## src/sv/teq_pkg.sv

```systemverilog
`timescale 1ns / 1ps
// ----------------------------------------------------------------------------
// teq_pkg: shared constants and types of the timed event queue
// Store depth, id range, field widths, operation and status codes and the
// command bundle from the controller to the datapath.
// ----------------------------------------------------------------------------
package teq_pkg;

  localparam int QUEUE_DEPTH = 16;
  localparam int ID_MODULUS  = 1000;

  localparam int TIME_W = 32;
  localparam int ID_W   = 10;
  localparam int CNT_W  = $clog2(QUEUE_DEPTH + 1);

  typedef enum logic [1:0] {
    MODE_INSERT = 2'd0,
    MODE_REMOVE = 2'd1,
    MODE_POP    = 2'd2,
    MODE_COUNT  = 2'd3
  } mode_t;

  typedef enum logic [1:0] {
    ST_OK        = 2'd0,
    ST_NOT_FOUND = 2'd1,
    ST_EMPTY     = 2'd2,
    ST_FULL      = 2'd3
  } status_t;

  typedef struct packed {
    logic load;
    logic compare;
    logic update;
  } cmd_t;

endpackage

```

## src/sv/timed_event_queue.sv

```systemverilog
`timescale 1ns / 1ps
// ----------------------------------------------------------------------------
// timed_event_queue: time-ordered event queue with delete by id
// Usage:
//   Drive in_mode and the operand ports and raise start; the beat is taken
//   at a rising edge where start is high and busy is low. Modes: insert,
//   remove by id, pop earliest, report count.
//   Each beat yields exactly one result, shown on the out_ ports for one
//   cycle while out_valid is high.
//   After the accepting edge, busy stays high through the compare step and
//   then the update of the entry cells, and no new operation is taken
//   meanwhile; out_valid rises from the result register after the update.
//   The next may be accepted in the cycle that shows the previous result.
//   The store holds up to 16 events, earliest first; equal times insert
//   ahead of older entries. Ids count 1, 2, ... and wrap modulo 1000.
//   Reset (rst_n low, synchronous) empties the queue and clears the id
//   counter; entry contents are not cleared, no clearing pass is needed.
//   The receiver cannot stall: results must be taken when out_valid is high.
// ----------------------------------------------------------------------------
module timed_event_queue (
  input  logic                       clk,
  input  logic                       rst_n,
  input  logic                       start,
  output logic                       busy,
  input  logic [1:0]                 in_mode,
  input  logic [teq_pkg::TIME_W-1:0] in_event_time,
  input  logic                       in_event_action,
  input  logic [teq_pkg::ID_W-1:0]   in_target_id,
  output logic                       out_valid,
  output logic [1:0]                 out_status,
  output logic [teq_pkg::ID_W-1:0]   out_result_id,
  output logic [teq_pkg::TIME_W-1:0] out_result_time,
  output logic                       out_result_action,
  output logic [teq_pkg::CNT_W-1:0]  out_entry_count
);
  import teq_pkg::*;

  cmd_t cmd;

  teq_ctrl u_ctrl (
    .clk   (clk),
    .rst_n (rst_n),
    .start (start),
    .busy  (busy),
    .cmd   (cmd)
  );

  teq_datapath u_dp (
    .clk               (clk),
    .rst_n             (rst_n),
    .cmd               (cmd),
    .in_mode           (in_mode),
    .in_event_time     (in_event_time),
    .in_event_action   (in_event_action),
    .in_target_id      (in_target_id),
    .out_valid         (out_valid),
    .out_status        (out_status),
    .out_result_id     (out_result_id),
    .out_result_time   (out_result_time),
    .out_result_action (out_result_action),
    .out_entry_count   (out_entry_count)
  );

`ifndef NO_ASSERTIONS
  a_latency: assert property (@(posedge clk) disable iff (!rst_n)
    (start && !busy) |-> ##3 out_valid)
    else $error("result beat missing three cycles after accept");

  a_count_range: assert property (@(posedge clk) disable iff (!rst_n)
    out_valid |-> (out_entry_count <= CNT_W'(QUEUE_DEPTH)))
    else $error("entry count beyond store depth");

  a_full_count: assert property (@(posedge clk) disable iff (!rst_n)
    (out_valid && out_status == ST_FULL) |-> (out_entry_count == CNT_W'(QUEUE_DEPTH)))
    else $error("full status with store not full");

  a_pop_zero: assert property (@(posedge clk) disable iff (!rst_n)
    (out_valid && out_status != ST_OK) |->
      (out_result_id == '0 && out_result_time == '0 && !out_result_action))
    else $error("failed operation returned nonzero payload");
`endif

endmodule

```

## src/sv/teq_ctrl.sv

```systemverilog
`timescale 1ns / 1ps
// ----------------------------------------------------------------------------
// teq_ctrl: operation sequencer
// Steps each accepted operation through capture, compare and update, and
// raises busy until the update has been applied.
// ----------------------------------------------------------------------------
module teq_ctrl (
  input  logic          clk,
  input  logic          rst_n,
  input  logic          start,
  output logic          busy,
  output teq_pkg::cmd_t cmd
);
  import teq_pkg::*;

  typedef enum logic [2:0] {
    S_IDLE = 3'b001,
    S_CMP  = 3'b010,
    S_UPD  = 3'b100
  } state_t;

  state_t state_r, state_nxt;

  always_comb begin
    state_nxt = state_r;
    unique case (state_r)
      S_IDLE: if (start) state_nxt = S_CMP;
      S_CMP:  state_nxt = S_UPD;
      S_UPD:  state_nxt = S_IDLE;
      default: state_nxt = S_IDLE;
    endcase
  end

  always_ff @(posedge clk) begin
    if (!rst_n) begin
      state_r <= S_IDLE;
    end else begin
      state_r <= state_nxt;
    end
  end

  assign busy        = (state_r != S_IDLE);
  assign cmd.load    = (state_r == S_IDLE) && start;
  assign cmd.compare = (state_r == S_CMP);
  assign cmd.update  = (state_r == S_UPD);

endmodule

```

## src/sv/teq_datapath.sv

```systemverilog
`timescale 1ns / 1ps
// ----------------------------------------------------------------------------
// teq_datapath: sorted shift store and result register
// A row of entry cells kept earliest first. Each cell compares its own time
// and id against the operand, then keeps, loads the new event, or takes
// the entry of its left or right neighbor.
// ----------------------------------------------------------------------------
module teq_datapath (
  input  logic                       clk,
  input  logic                       rst_n,
  input  teq_pkg::cmd_t              cmd,
  input  logic [1:0]                 in_mode,
  input  logic [teq_pkg::TIME_W-1:0] in_event_time,
  input  logic                       in_event_action,
  input  logic [teq_pkg::ID_W-1:0]   in_target_id,
  output logic                       out_valid,
  output logic [1:0]                 out_status,
  output logic [teq_pkg::ID_W-1:0]   out_result_id,
  output logic [teq_pkg::TIME_W-1:0] out_result_time,
  output logic                       out_result_action,
  output logic [teq_pkg::CNT_W-1:0]  out_entry_count
);
  import teq_pkg::*;

  typedef enum logic [1:0] {
    SEL_KEEP,
    SEL_NEW,
    SEL_LEFT,
    SEL_RIGHT
  } sel_t;

  // operand beat
  mode_t             mode_r;
  logic [TIME_W-1:0] time_r;
  logic              act_r;
  logic [ID_W-1:0]   tid_r;

  // entry store
  logic [TIME_W-1:0] slot_time_r   [QUEUE_DEPTH];
  logic [ID_W-1:0]   slot_id_r     [QUEUE_DEPTH];
  logic              slot_action_r [QUEUE_DEPTH];

  logic [QUEUE_DEPTH-1:0] lt_r;
  logic [QUEUE_DEPTH-1:0] match_r;
  logic [QUEUE_DEPTH-1:0] hit_pre;
  logic [QUEUE_DEPTH-1:0] valid;
  sel_t                   sel [QUEUE_DEPTH];

  logic [CNT_W-1:0] count_r, count_nxt;
  logic [ID_W-1:0]  idcnt_r, idcnt_nxt, new_id;

  logic              out_valid_r;
  status_t           status_nxt;
  logic [ID_W-1:0]   rid_nxt;
  logic [TIME_W-1:0] rtime_nxt;
  logic              ract_nxt;
  status_t           out_status_r;
  logic [ID_W-1:0]   out_rid_r;
  logic [TIME_W-1:0] out_rtime_r;
  logic              out_ract_r;
  logic [CNT_W-1:0]  out_count_r;

  logic full, empty, found;

  assign full   = (count_r == CNT_W'(QUEUE_DEPTH));
  assign empty  = (count_r == '0);
  assign found  = |match_r;
  assign new_id = (idcnt_r == ID_W'(ID_MODULUS - 1)) ? '0 : idcnt_r + ID_W'(1);

  always_ff @(posedge clk) begin
    if (cmd.load) begin
      mode_r <= mode_t'(in_mode);
      time_r <= in_event_time;
      act_r  <= in_event_action;
      tid_r  <= in_target_id;
    end
  end

  for (genvar g = 0; g < QUEUE_DEPTH; g++) begin : g_cell
    logic              left_lt;
    logic [TIME_W-1:0] left_time, right_time;
    logic [ID_W-1:0]   left_id, right_id;
    logic              left_act, right_act;

    if (g == 0) begin : g_first
      assign left_lt   = 1'b1;
      assign left_time = '0;
      assign left_id   = '0;
      assign left_act  = 1'b0;
    end else begin : g_inner_l
      assign left_lt   = lt_r[g-1];
      assign left_time = slot_time_r[g-1];
      assign left_id   = slot_id_r[g-1];
      assign left_act  = slot_action_r[g-1];
    end

    if (g == QUEUE_DEPTH - 1) begin : g_last
      assign right_time = '0;
      assign right_id   = '0;
      assign right_act  = 1'b0;
    end else begin : g_inner_r
      assign right_time = slot_time_r[g+1];
      assign right_id   = slot_id_r[g+1];
      assign right_act  = slot_action_r[g+1];
    end

    assign valid[g]   = (CNT_W'(g) < count_r);
    assign hit_pre[g] = |match_r[g:0];

    always_comb begin
      sel[g] = SEL_KEEP;
      unique case (mode_r)
        MODE_INSERT: if (!full && !lt_r[g]) sel[g] = left_lt ? SEL_NEW : SEL_LEFT;
        MODE_REMOVE: if (hit_pre[g]) sel[g] = SEL_RIGHT;
        MODE_POP:    if (!empty) sel[g] = SEL_RIGHT;
        MODE_COUNT:  sel[g] = SEL_KEEP;
        default:     sel[g] = SEL_KEEP;
      endcase
    end

    always_ff @(posedge clk) begin
      if (cmd.compare) begin
        lt_r[g]    <= valid[g] && (slot_time_r[g] < time_r);
        match_r[g] <= valid[g] && (slot_id_r[g] == tid_r);
      end
      if (cmd.update) begin
        unique case (sel[g])
          SEL_NEW: begin
            slot_time_r[g]   <= time_r;
            slot_id_r[g]     <= new_id;
            slot_action_r[g] <= act_r;
          end
          SEL_LEFT: begin
            slot_time_r[g]   <= left_time;
            slot_id_r[g]     <= left_id;
            slot_action_r[g] <= left_act;
          end
          SEL_RIGHT: begin
            slot_time_r[g]   <= right_time;
            slot_id_r[g]     <= right_id;
            slot_action_r[g] <= right_act;
          end
          default: begin
          end
        endcase
      end
    end
  end

  always_comb begin
    status_nxt = ST_OK;
    rid_nxt    = '0;
    rtime_nxt  = '0;
    ract_nxt   = 1'b0;
    count_nxt  = count_r;
    idcnt_nxt  = idcnt_r;
    unique case (mode_r)
      MODE_INSERT: begin
        if (full) begin
          status_nxt = ST_FULL;
        end else begin
          rid_nxt   = new_id;
          idcnt_nxt = new_id;
          count_nxt = count_r + CNT_W'(1);
        end
      end
      MODE_REMOVE: begin
        if (found) begin
          rid_nxt   = tid_r;
          count_nxt = count_r - CNT_W'(1);
        end else begin
          status_nxt = ST_NOT_FOUND;
        end
      end
      MODE_POP: begin
        if (empty) begin
          status_nxt = ST_EMPTY;
        end else begin
          rid_nxt   = slot_id_r[0];
          rtime_nxt = slot_time_r[0];
          ract_nxt  = slot_action_r[0];
          count_nxt = count_r - CNT_W'(1);
        end
      end
      MODE_COUNT: status_nxt = ST_OK;
      default:    status_nxt = ST_OK;
    endcase
  end

  always_ff @(posedge clk) begin
    if (!rst_n) begin
      count_r     <= '0;
      idcnt_r     <= '0;
      out_valid_r <= 1'b0;
    end else begin
      out_valid_r <= cmd.update;
      if (cmd.update) begin
        count_r <= count_nxt;
        idcnt_r <= idcnt_nxt;
      end
    end
  end

  always_ff @(posedge clk) begin
    if (cmd.update) begin
      out_status_r <= status_nxt;
      out_rid_r    <= rid_nxt;
      out_rtime_r  <= rtime_nxt;
      out_ract_r   <= ract_nxt;
      out_count_r  <= count_nxt;
    end
  end

  assign out_valid         = out_valid_r;
  assign out_status        = out_status_r;
  assign out_result_id     = out_rid_r;
  assign out_result_time   = out_rtime_r;
  assign out_result_action = out_ract_r;
  assign out_entry_count   = out_count_r;

endmodule

```

## config.mk

```make
export PLATFORM = sky130hd
export DESIGN_NAME = timed_event_queue
export DESIGN_NICKNAME = d
export VERILOG_FILES = /design/src/sv/teq_pkg.sv /design/src/sv/timed_event_queue.sv /design/src/sv/teq_ctrl.sv /design/src/sv/teq_datapath.sv
export SDC_FILE = /design/constraint.sdc
export NUM_CORES = 2
export LEC_CHECK = 0
export BUFFER_PORTS_ARGS = -buffer_cell sky130_fd_sc_hd__buf_2
export CAP_MARGIN = 15
export CORE_UTILIZATION = 55
export CTS_CLUSTER_SIZE = 16
export DETAILED_ROUTE_END_ITERATION = 16
export MAX_ROUTING_LAYER = met4
export PLACE_DENSITY = 0.73
export SLEW_MARGIN = 15
export SYNTH_ARGS = -nofsm -noshare
export SYNTH_HDL_FRONTEND = slang
export SYNTH_SLANG_ARGS = --single-unit
```

## constraint.sdc

```tcl
create_clock -name clk -period 6.4 [get_ports clk]
set_clock_uncertainty 0.15 [all_clocks]
set_input_delay 0.32 -clock clk [delete_from_list [all_inputs] [get_ports clk]]
set_output_delay 0.32 -clock clk [all_outputs]
set_load 0.1 [all_outputs]
```

==> results.toml <==
[status]
status = "complete, but fails checks"
violations = "DRC"

[floorplan]
start_util = 0.5571
die_h_um = 307.4
std_cell_rows = 111
core-area_sq_mm = 0.09208
die_area_sq_mm = 0.09450
die_width_um = 307.4
pin_count = 100

[yosys]
synthFlopType = "edfxtp_1"
synthMuxAreaShare = 0.04163
synth-edff-count = 815
synth_area_leaders = "edfxtp_1, ha_1, nand2_1"
synth_compound_area_frac = 0.1668
yosys.area_share.simple = 0.1113
yosys.area_share.xor_xnor = 0.02971
synthTopCellsByCount = "edfxtp_1, nand2_1, ha_1"
synthMostInstantiatedCell = "edfxtp_1"
ys_seq_area_frac = 0.4845
postSynth.asyncResetShare = 0
synth_top_family_by_area = "compound AO/OA/AOI/OAI gates"
syn_avg_cell_area_sq_um = 10.77
synth_top_area_frac = 0.4771
synth_area_sq_mm = 0.05130
yosysTopAreaCell = "edfxtp_1"
synth_adder_area_share = 0.1222
ys_warn_count = 0
syn_inst = 4765
synth_cell_types = 79
ys_ff_latch = 834
synth.net_count = 5314

[worst_setup_path]
r2r_cells = 6
r2r_end = "u_dp.slot_id_r[0][46]"
crit_type = "reg2reg"
rrSetupSlack_ns = 1.51
path_max_fanout = 38
critical_path.endpoint = "u_dp.slot_id_r[0][46]"
cp_data_required_time_ns = 6.80
crit_family = "simple AND/OR/NAND/NOR gates"
cp-startpoint = "u_dp.mode_r[1]"
critical_path.startpoint_type = "register"
worst-path-buf-inv = 2
worst_path_largest_cell_delay_ns = 1.13
crit_slowest_cell = "nor3_4"
crit_chain = "nor2_2 -> nand3_4 -> nor3_4 -> buf_4 -> a222oi_1 -> inv_1"
crit_cells = 6
crit_arrival_ns = 5.28
cp-end-kind = "register"
rr_startpoint = "u_dp.mode_r[1]"

[cts]
cts_tree = "yes"
clock_sinks = 834
cts_buffers = 93
postCtsSetupRepairBufs = 0
cts-resized-gates = 0
ctsHoldBuffers = 47
clock-root-buffer = "clkbuf_16"
path_clk_slew_ns = 0.06
cts_buffer_depth = 3
clkLatencyLatePin_ns = 0.70
htree_num_levels = 3

[drt]
post_drt_wl_per_cell_um = 28.31
ant_nets = 0
drc_errors = 2
first_pass_iters = 17
wirelength_um = 173900
dr_total_vias = 42107
vias_per_cell = 6.856
drt-initial-drc-count = 6533

[power]
power.switching_mw = 3.086
switching_share = 0.2446
p_leak_nw = 22.35
p_per_area_mw_per_mm2 = 222.0
intPower_mw = 9.531
p_seq_frac = 0.484
pwr-share-comb = 0.091
p_clk_frac = 0.425
irDropWorstVdd_v = 0.0002348

[cells_and_area]
drive_gt1_frac = 0.08944
areaGrowthSynthToFinish_pct = 10.78
fin_area_sq_mm = 0.05683
instances_no_fill = 6142
nNetsFinal = 5371

[grt]
use_met1 = 0.4692
grt_use_met3 = 0.09160
met2_usage = 0.5601
antenna_found_initial = 1
grt_pass1_vias = 40905
grt_usage = 0.3753
gr-max-usage-layer = "met2"
grt.overflow.total = 0
grt_max_degree = 87
grt_pass1_wl_um = 258400

[placement]
placed_area_sq_mm = 0.05337
place_congestion = 0.9918
io_buffer_count = 99
dpl.hpwl_um = 122000
dp_cells = 5921

[timing]
relSlewSlack = 0.1573
slew_viol_final = 0
fin_crit_sh = 0.7634
setup_viol = 0
setup_tns_ns = 0
tightest_slew_ns = 1.263
min_period_ns = 4.886
max_freq_mhz = 204.7
rsz0062_at_grt = "false"
hold_violations = 0

[flow_run]
cap_violations = 0

[min_path]
hold_class = "in2reg"
## cell type report
type | instances | area (sq um)
Antenna cell | 2 | 5.005
Clock buffer | 128 | 2541
Clock inverter | 42 | 411.6
Fill cell | 7399 | 35250
Inverter | 222 | 834.6
Multi-Input combinational cell | 3403 | 24690
Sequential cell | 834 | 24850
Tap cell | 1243 | 1555
Timing Repair Buffer | 268 | 1937
## how the worst min path moves through the flow
stage / startpoint / depth (start not counted) / endpoint / slack, ns
finish: in_target_id[0] / 2 / u_dp.tid_r[0] / 0.19
global placement: u_dp.idcnt_r[8] / 2 / u_dp.idcnt_r[8] / 0.32
CTS: in_event_time[27] / 2 / u_dp.time_r[27] / 0.16
global route: in_event_time[27] / 2 / u_dp.time_r[27] / 0.19
detailed placement: u_dp.idcnt_r[1] / 2 / u_dp.idcnt_r[1] / 0.34
floorplan: in_event_action / 0 / u_dp.act_r / 0.27
## sequential cells by signal, indices dropped and copies added (netlist names), 2 cells and up
name / flops
u_ctrl.state_r: 3
u_dp.count_r: 5
u_dp.g_cell.left_lt: 15
u_dp.idcnt_r: 10
u_dp.match_r: 15
u_dp.mode_r: 2
u_dp.out_entry_count: 5
u_dp.out_result_id: 10
u_dp.out_result_time: 32
u_dp.out_status: 2
u_dp.slot_action_r: 16
u_dp.slot_id_r: 160
u_dp.slot_time_r: 512
u_dp.tid_r: 10
u_dp.time_r: 32
## layout by cell type (no fill, tap or decap), types with 12 or more instances in the layout
cell / n
a21o_1: 81
nor2_1: 241
o211ai_1: 12
nor3_1: 37
a221o_1: 46
clkbuf_16: 95
inv_1: 221
nor4_1: 27
edfxtp_1: 815
o21ai_0: 276
ha_1: 501
and2_1: 36
buf_2: 100
xnor2_1: 141
a222oi_1: 175
nand3_1: 30
mux2i_1: 210
o31ai_1: 17
a21oi_1: 334
xor2_1: 32
clkinv_2: 13
clkinv_1: 14
buf_4: 117
nand2b_1: 19
clkbuf_1: 29
o21a_1: 12
nand2_1: 637
a211oi_1: 31
dfxtp_1: 19
nor2b_1: 33
dlygate4sd3_1: 47
nand4_1: 110
a22oi_1: 171
a2111oi_0: 13
and4_1: 16
## power groups by stage
stage	combinational [mW]	sequential (mW)	clock (mW)
3_5_place_dp	1.09	6.22	0
5_1_grt	1.25	6.11	5.56
3_3_place_gp	1.04	6.22	0
2_1_floorplan	0.780	6.16	0
6_report	1.14	6.11	5.36
4_1_cts	1.12	6.10	5.38
## metrics by stage
| stage | util | total power, mW | hold slack (ns) | setup slack [ns] |
|---|---|---|---|---|
| 4_1_cts | 0.6168 | 12.60 | 0.1638 | 1.693 |
| 6_report | 0.6172 | 12.62 | 0.1911 | 1.514 |
| 5_1_grt | 0.6172 | 12.92 | 0.1863 | 1.409 |
| 3_3_place_gp | 0.5791 | 7.263 | 0.3234 | 1.694 |
| 2_1_floorplan | - | 6.942 | 0.2689 | 0.4155 |
| 3_5_place_dp | 0.5796 | 7.308 | 0.3368 | 1.710 |
## logic make-up after synthesis
group                    Yosys count
buffers and inverters            528
XOR/XNOR                         174
AO/OA/AOI/OAI                   1260
flip-flops                       834
AND/OR/NAND/NOR                 1255
multiplexers                     213
adder cells (fa/ha/maj)          501
## routing by layer
metal  share of wire  vias up
met5               0        -
met4           0.063        0
met3            0.13      626
met2            0.44     2970
met1            0.37    20216
li1                -    18295
No activity file was read; power rests on OpenSTA's default activity.
